### config.mk
export PLATFORM = sky130hd
export DESIGN_NAME = aligned_bump_allocator_flat
export DESIGN_NICKNAME = d
export VERILOG_FILES = /design/src/sv/abump_pkg.sv /design/src/sv/abump_if.sv /design/src/sv/aligned_bump_allocator.sv /design/src/sv/abump_alu.sv /design/src/flat_wrapper.sv
export SDC_FILE = /design/constraint.sdc
export NUM_CORES = 1
export LEC_CHECK = 0
export ABC_AREA = 1
export ABC_CLOCK_PERIOD_IN_PS = 6800
export BUFFER_PORTS_ARGS = -buffer_cell sky130_fd_sc_hd__buf_4
export CAP_MARGIN = 20
export CORE_MARGIN = 8
export CORE_UTILIZATION = 61
export DETAILED_ROUTE_END_ITERATION = 8
export PLACE_DENSITY = 0.81
export SYNTH_ARGS = -nofsm -noshare
export SYNTH_HDL_FRONTEND = slang
export SYNTH_HIERARCHICAL = 1
export SYNTH_SLANG_ARGS = --single-unit
### constraint.sdc
create_clock -name clk -period 6.8 [get_ports clk]
set_input_delay 0.68 -clock clk [delete_from_list [all_inputs] [get_ports clk]]
set_output_delay 0.68 -clock clk [all_outputs]
set_load 0.005 [all_outputs]
### src/sv/abump_pkg.sv
package abump_pkg;

	localparam int unsigned CFG_INDEX_W = 2;
	localparam int unsigned CFG_DATA_W  = 32;
	localparam int unsigned SIZE_W      = 32;
	localparam int unsigned ALIGN_W     = 4;
	localparam int unsigned STATUS_W    = 2;

	localparam logic [CFG_INDEX_W-1:0] REG_ALIGN_LOG2 = 2'd0;
	localparam logic [CFG_INDEX_W-1:0] REG_MAX_SIZE   = 2'd1;
	localparam logic [CFG_INDEX_W-1:0] REG_INIT_CAP   = 2'd2;

	localparam logic [STATUS_W-1:0] ST_OK       = 2'd0;
	localparam logic [STATUS_W-1:0] ST_BAD_SIZE = 2'd1;
	localparam logic [STATUS_W-1:0] ST_OVERFLOW = 2'd2;

	localparam logic KIND_ALLOC  = 1'b0;
	localparam logic KIND_REWIND = 1'b1;

	localparam logic [ALIGN_W-1:0] RESET_ALIGN_LOG2 = 4'd8;
	localparam logic [SIZE_W-1:0]  RESET_ARENA_SIZE = 32'd65536;

	// Flags from the shared arithmetic unit.
	typedef struct packed {
		logic ge;    // a >= b
		logic wide;  // a + b does not fit the address width
	} abump_flags_t;

endpackage

### src/sv/abump_if.sv
interface abump_req_if;
	logic        valid;
	logic        ready;
	logic        kind;
	logic [31:0] request_size;

	modport source (output valid, output kind, output request_size, input ready);
	modport sink (input valid, input kind, input request_size, output ready);
endinterface

interface abump_rsp_if;
	logic        valid;
	logic        ready;
	logic [1:0]  status;
	logic [31:0] alloc_offset;
	logic [31:0] capacity_now;

	modport source (output valid, output status, output alloc_offset, output capacity_now,
		input ready);
	modport sink (input valid, input status, input alloc_offset, input capacity_now,
		output ready);
endinterface

### src/sv/aligned_bump_allocator.sv
// A rewind word goes straight to the done step; an allocation runs the size, align, end and
// fit steps, then doubles a short capacity on the shared add/compare unit until it covers
// the end. The result is registered in the done step once the output register is free.
// One word at a time: a new word is accepted while the previous result still waits on the output register.
// Reset (arst_n low, asynchronous): state, config and output registers return to their
// defaults, the cursor is zero and the capacity is the default initial capacity.
module aligned_bump_allocator #(
	parameter int unsigned ADDR_WIDTH = 32
) (
	input  logic                                 clk,
	input  logic                                 arst_n,
	input  logic                                 cfg_we,
	input  logic [abump_pkg::CFG_INDEX_W-1:0]    cfg_index,
	input  logic [abump_pkg::CFG_DATA_W-1:0]     cfg_wdata,
	abump_req_if.sink                            req,
	abump_rsp_if.source                          rsp
);

	localparam int unsigned EXT_WIDTH =
		((ADDR_WIDTH > abump_pkg::SIZE_W) ? ADDR_WIDTH : abump_pkg::SIZE_W) + 1;

	typedef enum logic [2:0] {
		S_IDLE,
		S_SIZE,
		S_ALIGN,
		S_END,
		S_FIT,
		S_GROW,
		S_DONE
	} state_t;

	state_t                              state_q;
	logic [abump_pkg::ALIGN_W-1:0]       align_log2_q;
	logic [abump_pkg::SIZE_W-1:0]        max_size_q;
	logic [ADDR_WIDTH-1:0]               cursor_q;
	logic [ADDR_WIDTH-1:0]               cap_q;
	logic [abump_pkg::SIZE_W-1:0]        size_q;
	logic [ADDR_WIDTH-1:0]               off_q;
	logic [ADDR_WIDTH-1:0]               end_q;
	logic [ADDR_WIDTH-1:0]               grown_q;
	logic [abump_pkg::STATUS_W-1:0]      status_q;
	logic                                commit_q;
	logic                                rsp_valid_q;
	logic [abump_pkg::STATUS_W-1:0]      rsp_status_q;
	logic [31:0]                         rsp_offset_q;
	logic [31:0]                         rsp_cap_q;

	logic [ADDR_WIDTH-1:0]               align;
	logic [ADDR_WIDTH-1:0]               low;
	logic [EXT_WIDTH-1:0]                alu_a;
	logic [EXT_WIDTH-1:0]                alu_b;
	logic [EXT_WIDTH-1:0]                alu_sum;
	abump_pkg::abump_flags_t             alu_flags;
	logic                                accept;
	logic                                out_free;

	assign align    = ADDR_WIDTH'(1) << align_log2_q;
	assign low      = align - ADDR_WIDTH'(1);
	assign accept   = req.valid && req.ready;
	assign out_free = !rsp_valid_q || rsp.ready;

	assign req.ready        = (state_q == S_IDLE);
	assign rsp.valid        = rsp_valid_q;
	assign rsp.status       = rsp_status_q;
	assign rsp.alloc_offset = rsp_offset_q;
	assign rsp.capacity_now = rsp_cap_q;

	// Operand selection for the shared unit, one use per sequencer step.
	always_comb begin
		case (state_q)
			S_SIZE: begin
				alu_a = EXT_WIDTH'(max_size_q);
				alu_b = EXT_WIDTH'(size_q);
			end
			S_ALIGN: begin
				alu_a = EXT_WIDTH'(cursor_q);
				alu_b = EXT_WIDTH'(low);
			end
			S_END: begin
				alu_a = EXT_WIDTH'(off_q);
				alu_b = EXT_WIDTH'(size_q);
			end
			S_FIT: begin
				alu_a = EXT_WIDTH'(cap_q);
				alu_b = EXT_WIDTH'(end_q);
			end
			S_GROW: begin
				alu_a = EXT_WIDTH'(grown_q);
				alu_b = EXT_WIDTH'(end_q);
			end
			default: begin
				alu_a = '0;
				alu_b = '0;
			end
		endcase
	end

	abump_alu #(
		.ADDR_WIDTH(ADDR_WIDTH),
		.EXT_WIDTH (EXT_WIDTH)
	) u_alu (
		.a    (alu_a),
		.b    (alu_b),
		.sum  (alu_sum),
		.flags(alu_flags)
	);

	always_ff @(posedge clk or negedge arst_n) begin
		if (!arst_n) begin
			state_q      <= S_IDLE;
			align_log2_q <= abump_pkg::RESET_ALIGN_LOG2;
			max_size_q   <= abump_pkg::RESET_ARENA_SIZE;
			cursor_q     <= '0;
			cap_q        <= ADDR_WIDTH'(abump_pkg::RESET_ARENA_SIZE);
			status_q     <= abump_pkg::ST_OK;
			commit_q     <= 1'b0;
			rsp_valid_q  <= 1'b0;
			rsp_status_q <= abump_pkg::ST_OK;
			rsp_offset_q <= '0;
			rsp_cap_q    <= '0;
		end else begin
			// In the done step a free output register is refilled below instead.
			if (rsp_valid_q && rsp.ready && state_q != S_DONE) begin
				rsp_valid_q <= 1'b0;
			end

			case (state_q)
				S_IDLE: begin
					if (accept) begin
						if (req.kind == abump_pkg::KIND_REWIND) begin
							cursor_q <= '0;
							status_q <= abump_pkg::ST_OK;
							commit_q <= 1'b0;
							state_q  <= S_DONE;
						end else begin
							size_q  <= req.request_size;
							state_q <= S_SIZE;
						end
					end
				end
				S_SIZE: begin
					if (size_q == '0 || !alu_flags.ge) begin
						status_q <= abump_pkg::ST_BAD_SIZE;
						commit_q <= 1'b0;
						state_q  <= S_DONE;
					end else begin
						state_q <= S_ALIGN;
					end
				end
				S_ALIGN: begin
					if (alu_flags.wide) begin
						status_q <= abump_pkg::ST_OVERFLOW;
						commit_q <= 1'b0;
						state_q  <= S_DONE;
					end else begin
						off_q   <= ADDR_WIDTH'(alu_sum) & ~low;
						state_q <= S_END;
					end
				end
				S_END: begin
					if (alu_flags.wide) begin
						status_q <= abump_pkg::ST_OVERFLOW;
						commit_q <= 1'b0;
						state_q  <= S_DONE;
					end else begin
						end_q   <= ADDR_WIDTH'(alu_sum);
						state_q <= S_FIT;
					end
				end
				S_FIT: begin
					status_q <= abump_pkg::ST_OK;
					commit_q <= 1'b1;
					if (alu_flags.ge) begin
						grown_q <= cap_q;
						state_q <= S_DONE;
					end else begin
						grown_q <= (cap_q == '0) ? align : cap_q;
						state_q <= S_GROW;
					end
				end
				S_GROW: begin
					if (alu_flags.ge) begin
						state_q <= S_DONE;
					end else if (grown_q[ADDR_WIDTH-1]) begin
						// Doubling would leave the address range: take the end exactly.
						grown_q <= end_q;
						state_q <= S_DONE;
					end else begin
						grown_q <= grown_q << 1;
					end
				end
				S_DONE: begin
					if (out_free) begin
						rsp_valid_q  <= 1'b1;
						rsp_status_q <= status_q;
						rsp_offset_q <= commit_q ? 32'(off_q) : '0;
						rsp_cap_q    <= commit_q ? 32'(grown_q) : 32'(cap_q);
						if (commit_q) begin
							cursor_q <= end_q;
							cap_q    <= grown_q;
						end
						state_q <= S_IDLE;
					end
				end
				default: begin
					state_q <= S_IDLE;
				end
			endcase

			if (cfg_we) begin
				case (cfg_index)
					abump_pkg::REG_ALIGN_LOG2: begin
						align_log2_q <= cfg_wdata[abump_pkg::ALIGN_W-1:0];
					end
					abump_pkg::REG_MAX_SIZE: begin
						max_size_q <= cfg_wdata;
					end
					abump_pkg::REG_INIT_CAP: begin
						cap_q    <= ADDR_WIDTH'(cfg_wdata);
						cursor_q <= '0;
					end
					default: begin
					end
				endcase
			end
		end
	end

`ifndef SYNTHESIS
	// The grown capacity never shrinks while the doubling loop runs.
	assert property (@(posedge clk) disable iff (!arst_n)
		(state_q == S_GROW) |=> (grown_q >= $past(grown_q)))
		else $error("capacity shrank during growth");

	// A committed allocation always leaves a capacity that covers its end.
	assert property (@(posedge clk) disable iff (!arst_n)
		(state_q == S_DONE && commit_q) |-> (grown_q >= end_q && end_q > off_q))
		else $error("committed capacity does not cover the allocation");

	// Offsets handed out are aligned to the current alignment.
	assert property (@(posedge clk) disable iff (!arst_n)
		(state_q == S_DONE && commit_q) |-> ((off_q & low) == '0))
		else $error("allocation offset is not aligned");
`endif

endmodule

### src/sv/abump_alu.sv
module abump_alu #(
	parameter int unsigned ADDR_WIDTH = 32,
	parameter int unsigned EXT_WIDTH  = 33
) (
	input  logic [EXT_WIDTH-1:0] a,
	input  logic [EXT_WIDTH-1:0] b,
	output logic [EXT_WIDTH-1:0] sum,
	output abump_pkg::abump_flags_t flags
);

	always_comb begin
		sum        = a + b;
		flags.ge   = (a >= b);
		// Any bit above the address width means the sum left the address range.
		flags.wide = |sum[EXT_WIDTH-1:ADDR_WIDTH];
	end

endmodule
### src/flat_wrapper.sv
// flat-port wrapper written by rule: the top's interface ports become plain ports
module aligned_bump_allocator_flat 
#(
	parameter int unsigned ADDR_WIDTH = 32
)
  (clk, arst_n, cfg_we, cfg_index, cfg_wdata, req_valid, req_kind, req_request_size, req_ready, rsp_valid, rsp_status, rsp_alloc_offset, rsp_capacity_now, rsp_ready);
  abump_req_if req_i ();
  abump_rsp_if rsp_i ();
  input  logic clk;
  input  logic arst_n;
  input  logic cfg_we;
  input  logic [abump_pkg::CFG_INDEX_W-1:0] cfg_index;
  input  logic [abump_pkg::CFG_DATA_W-1:0] cfg_wdata;
  input wire logic [$bits(req_i.valid)-1:0] req_valid;
  input wire logic [$bits(req_i.kind)-1:0] req_kind;
  input wire logic [$bits(req_i.request_size)-1:0] req_request_size;
  output wire logic [$bits(req_i.ready)-1:0] req_ready;
  output wire logic [$bits(rsp_i.valid)-1:0] rsp_valid;
  output wire logic [$bits(rsp_i.status)-1:0] rsp_status;
  output wire logic [$bits(rsp_i.alloc_offset)-1:0] rsp_alloc_offset;
  output wire logic [$bits(rsp_i.capacity_now)-1:0] rsp_capacity_now;
  input wire logic [$bits(rsp_i.ready)-1:0] rsp_ready;
  assign req_i.valid = req_valid;
  assign req_i.kind = req_kind;
  assign req_i.request_size = req_request_size;
  assign req_ready = req_i.ready;
  assign rsp_valid = rsp_i.valid;
  assign rsp_status = rsp_i.status;
  assign rsp_alloc_offset = rsp_i.alloc_offset;
  assign rsp_capacity_now = rsp_i.capacity_now;
  assign rsp_i.ready = rsp_ready;
  aligned_bump_allocator #(.ADDR_WIDTH(ADDR_WIDTH)) u_core (.clk(clk), .arst_n(arst_n), .cfg_we(cfg_we), .cfg_index(cfg_index), .cfg_wdata(cfg_wdata), .req(req_i), .rsp(rsp_i));
endmodule
==> qor.csv, run 1 <==
metric,value,unit
outcome,finished clean,
fin_worst_skew,18.83,ps
cts.sinks,301,
rr_startpoint,u_core/state_q[2],
die_h,186.8,um
r2r_setup_slack,1590,ps
cp_common_cell,nand2_1,
ys_warn_count,6,
critPathCaptureType,register,
start_util,0.6201,
period_minus_slack,5208,ps
hp-class,in -> async,
diodes,0,
post_cts_buffers,0,
finalWeightedCongestion,0.9773,
setup_viol,0,
antenna_found_initial,0,
totalWireLength,60060,um
pwr-share-seq,0.294,
via_per_inst,6.012,
slew_headroom,0.3092,
clkPwrFrac,0.180,
reg2reg_to,u_core/grown_q[0],
synthCells,2234,
drv_slew,0,
worst-path-buf-inv,2,
path_clk_slew,60,ps
grt_usage,0.3327,
period_share,0.7659,
io_buffers,139,
area_growth,13.08,%
power_frac_comb,0.526,
wire_per_inst,21.90,um
slowest_delay,600,ps
io_pins,140,
grt_overflow,0,
coreArea,28700,um2
p_leak,0.009772,uW
grt_pass1_wl,90960,um
num_vias,16480,
clock_latency,530,ps
htreeDepth,2,
worst_pin_slew,1036,ps
fin_setup_tns,0,ps
cpMaxStageDelayCell,dfrtp_1,
firstDrtPassIters,6,
grt_max_degree,87,
nNetsFinal,2472,
drv_cap,0,
cts_buffer_depth,3,
synth_area,17800,um2
ctsResizeCount,0,
p_int,5393,uW
critical_path_class,reg -> reg,
cp_data_arrival_time,5480,ps
reg2regPathDepth,21,
drt_iter0_markers,2303,
grt_pass1_vias,15480,
power_density,509.2,nW/um2
die_w,186.8,um
cp.required,7070,ps
avgSynthCellArea,7.967,um2
cts_root_buffer,clkbuf_16,
cts_made_buffers,34,
rows,62,
cp-start-kind,register,
die_area,34900,um2
cp_top_family,simple AND/OR/NAND/NOR gates,
rsz0062_at_grt,false,
layout-drive-gt1-share,0.1378,
hold_buffers,0,
post-dp-hpwl,44890,um
switching_power,4856,uW
drc,0,
fmax,192.0,MHz
vdd_drop_max,0.3190,mV
finalPower,10250,uW
crit_path_cell_trace,nor2_4 > nand2_1 > inv_1 > a221oi_1 > nand3_1 > ha_1 > nand2_1 > o21a_1 > nand2_1 > nand2_1 > nand2_1 > nand2_1 > nand3_1 > inv_2 > nand2_1 > nor2_1 > nand3_2 > nor2_4 > nand2_1 > nand3_1 > nand2_1,
hold_viol,0,
path_max_fanout,22,
drtAntennaViolNets,0,
sw_frac_of_total,0.4738,
cts_tree,done,
## worst max-delay path by stage
stage	depth (start not counted)	to	slack (ps)	from
after detailed placement	22	u_core/grown_q[0]	1760	u_core/state_q[2]
after floorplan	22	u_core/end_q[0]	1420	u_core/align_log2_q[0]
after global placement	22	u_core/grown_q[14]	1870	u_core/state_q[2]
after global routing	22	u_core/grown_q[0]	1260	u_core/state_q[2]
final	21	u_core/grown_q[0]	1590	u_core/state_q[2]
after CTS	22	u_core/grown_q[0]	1740	u_core/state_q[2]
## layout by cell type (no fill, tap or decap), drive strengths merged
master,instances
a21boi,1
a21oi,117
a221oi,11
a22o,21
a22oi,9
and2,4
buf,157
bufinv,2
clkbuf,51
clkinv,7
conb,2
dfrtp,170
dfstp,3
edfxtp,128
fa,1
ha,67
inv,355
mux2,28
nand2,636
nand3,71
nand3b,6
nand4,8
nor2,167
nor3,17
o2111ai,10
o211ai,43
o21a,3
o21ai,206
o21bai,3
o221ai,12
o22ai,25
xnor2,2
xor2,15
## power groups by stage
stage	clock network [uW]	registers (uW)	logic [uW]
after floorplan	0	2860	3620
after global placement	0	3000	5090
after detailed placement	0	3010	5190
after CTS	1850	2990	5230
after global routing	1930	3050	5850
final	1840	3010	5400
## routing by layer
| layer | up-vias | routed length (um) | GRT usage |
|---|---|---|---|
| li1 | 7473 | - | - |
| met1 | 7796 | 25130 | 0.4762 |
| met2 | 1110 | 25420 | 0.4883 |
| met3 | 105 | 7680 | 0.08837 |
| met4 | 0 | 1826 | 0.1008 |
| met5 | - | 0 | 0 |
## layout make-up
type / instances / area, um2
clock buffers: 51 / 978.4
clock inverters: 11 / 126.4
fillers: 2370 / 8577
inverters: 353 / 1325
multi-input cells: 1485 / 7843
flip-flops and latches: 301 / 8178
well taps: 384 / 480.5
repair buffers: 157 / 1195
## sequential cells by signal, indices dropped and copies added (netlist names)
signal / cells
u_core/commit_q: 1
u_core/align_log2_q: 4
u_core/rsp.capacity_now: 32
u_core/cap_q: 32
u_core/max_size_q: 32
u_core/rsp.alloc_offset: 32
u_core/size_q: 32
u_core/rsp.status: 2
u_core/state_q: 3
u_core/status_q: 2
u_core/rsp.valid: 1
u_core/grown_q: 32
u_core/end_q: 32
u_core/cursor_q: 32
u_core/off_q: 32
## per-stage QoR
step                      std cells  instance area (um2)  hold slack [ps]  setup slack (ps)  utilization
after floorplan                2235                17800            384.4              1420            -
after global placement         2679                19000            455.4              1872       0.6620
after detailed placement       2679                19000            459.2              1758       0.6620
after CTS                      2741                20110            150.6              1738       0.7005
after global routing           2742                20130            161.9              1261       0.7012
final                          2742                20130            126.8              1592       0.7012
No activity file was read; power rests on OpenSTA's default activity.
==> inputs of run 2 (changes only) <==
--- a/config.mk
+++ b/config.mk
@@ -5,8 +5,8 @@
 export SDC_FILE = /design/constraint.sdc
 export NUM_CORES = 1
 export LEC_CHECK = 0
-export ABC_AREA = 1
-export ABC_CLOCK_PERIOD_IN_PS = 6800
+export ABC_AREA = 0
+export ABC_CLOCK_PERIOD_IN_PS = 5400
 export BUFFER_PORTS_ARGS = -buffer_cell sky130_fd_sc_hd__buf_4
 export CAP_MARGIN = 20
 export CORE_MARGIN = 8
==> constraint.sdc (replaced) <==
create_clock -name clk -period 5.4 [get_ports clk]
set_input_delay 0.54 -clock clk [delete_from_list [all_inputs] [get_ports clk]]
set_output_delay 0.54 -clock clk [all_outputs]
set_load 0.005 [all_outputs]
==> qor.csv, run 2 <==
metric,value,unit
fin_setup_tns,0,ps
vdd_drop_max,0.4061,mV
cts_made_buffers,31,
post-route-cell-area,19700,um2
firstDrtPassIters,8,
grt_overflow,0,
area_growth,16.01,%
hp-class,in -> async,
critical_path_class,reg -> reg,
cp.required,5720,ps
cts.sinks,301,
start_util,0.6145,
outcome,"finished, violations left",
final_common_cell,nand2_1,
finalPower,12620,uW
cts_root_buffer,clkbuf_16,
r2r_setup_slack,390,ps
io_pins,140,
hold_buffers,0,
slowest_delay,590,ps
critPathCaptureType,register,
synth_area,16980,um2
drv_cap,0,
placed_cell_area,18640,um2
synthCells,1733,
drv_slew,0,
path_clk_slew,70,ps
post-dp-hpwl,41760,um
antenna_found_initial,0,
pwr-share-seq,0.308,
fmax,199.5,MHz
p_leak,0.008525,uW
cts_buffer_depth,3,
nNetsFinal,2000,
via_per_inst,6.588,
die_w,182.8,um
io_buffers,139,
finalWeightedCongestion,0.9494,
sw_frac_of_total,0.4390,
grt_pass1_vias,13970,
dpl_worst_slack,198.2,ps
violations,negative hold slack,
final_util,0.7128,
p_int,7079,uW
grt_max_degree,99,
setup_viol,0,
slew_headroom,0.3025,
die_h,182.8,um
grt_pass1_wl,85040,um
wire_per_inst,25.05,um
switching_power,5540,uW
clkPwrFrac,0.167,
coreArea,27630,um2
crit_path_cell_trace,buf_4 > nor2_2 > nand3_1 > ha_1 > nor4b_1 > buf_4 > and2_1 > a21oi_1 > o21ai_0 > inv_1 > ha_1 > nand3_1 > or4_1 > o221a_1 > o31a_1 > o21a_1 > o31ai_1 > nor4_1 > nand4_1 > nor3_4 > buf_4 > a211oi_1 > a21oi_1,
cts_tree,done,
hold_viol,2,
cp_common_cell,buf_4,
fillerInstances,2103,
rows,61,
avgSynthCellArea,9.797,um2
setup_slack,388.6,ps
power_frac_comb,0.525,
drtAntennaViolNets,0,
worst_pin_slew,1046,ps
whs,-1.609,ps
ctsResizeCount,0,
ys_warn_count,6,
final_cell_mix,"nand2_1, buf_4, dfrtp_1",
power_density,640.7,nW/um2
cp_data_arrival_time,5330,ps
fin_worst_skew,12.92,ps
rsz0062_at_grt,false,
path_max_fanout,11,
drt_iter0_markers,2281,
totalWireLength,56650,um
period_share,0.9280,
drc,0,
num_vias,14900,
layout-drive-gt1-share,0.1768,
clock_latency,570,ps
htreeDepth,1,
period_minus_slack,5011,ps
grt_usage,0.3291,
cpMaxStageDelayCell,or4_1,
die_area,33430,um2
diodes,0,
post_cts_buffers,0,
cp-start-kind,register,
run 2: routing by layer:
layer  up-vias  global-route usage  wire length, um
met5         -                   0                0
met4         0             0.07742             1376
met3       111             0.07301             7144
met2      1003              0.4866            24090
met1      7272              0.4874            24050
li1       6515                   -                -
run 2: cell type report:
class,count,area (um2),share of cell area
clock buffer,46,913.4,0.04638
clock inverter,11,87.58,0.004447
inverter,71,266.5,0.01353
multi-input combinational,1237,8039,0.4082
sequential,301,8180,0.4153
tap,378,473.0,0.02401
timing repair buffer,218,1735,0.08811
run 2: worst paths after layout:
| kind | startpoint | to | cells past startpoint |
|---|---|---|---|
| worst max-delay path | u_core/align_log2_q[2] | u_core/grown_q[15] | 23 |
| worst min-delay path | arst_n | u_core/rsp.alloc_offset[8] | 1 |
| worst max register to register | u_core/align_log2_q[2] | u_core/grown_q[15] | 23 |
| worst min register to register | u_core/rsp.alloc_offset[20] | u_core/rsp.alloc_offset[20] | 2 |
| max in group asynchronous | arst_n | u_core/rsp.capacity_now[14] | 2 |
| min in group clk | req_request_size[28] | u_core/size_q[28] | 1 |
run 2: worst max-delay path: cells and delay by family (launching register included):
kind	cells	cell delay [ps]
buffers and inverters	4	680
AOI/OAI and AO/OA	8	1240
and+or+nand+nor	9	1780
DFF	1	500
adders and majority gates	2	580
run 2: power groups by stage:
stage | sequential [uW] | clock (uW) | combinational [uW]
2_1_floorplan | 3640 | 0 | 4240
3_3_place_gp | 3850 | 0 | 6310
3_5_place_dp | 3880 | 0 | 6400
4_1_cts | 3840 | 2120 | 6440
5_1_grt | 3920 | 2210 | 7130
6_report | 3880 | 2110 | 6630
run 2: stage by stage:
stage / hold WS [ps] / std cells
4_1_cts: 38.51 / 2260
2_1_floorplan: 244.4 / 1734
6_report: -1.609 / 2262
3_5_place_dp: 459.1 / 2203
5_1_grt: 57.85 / 2262
3_3_place_gp: 450.6 / 2203
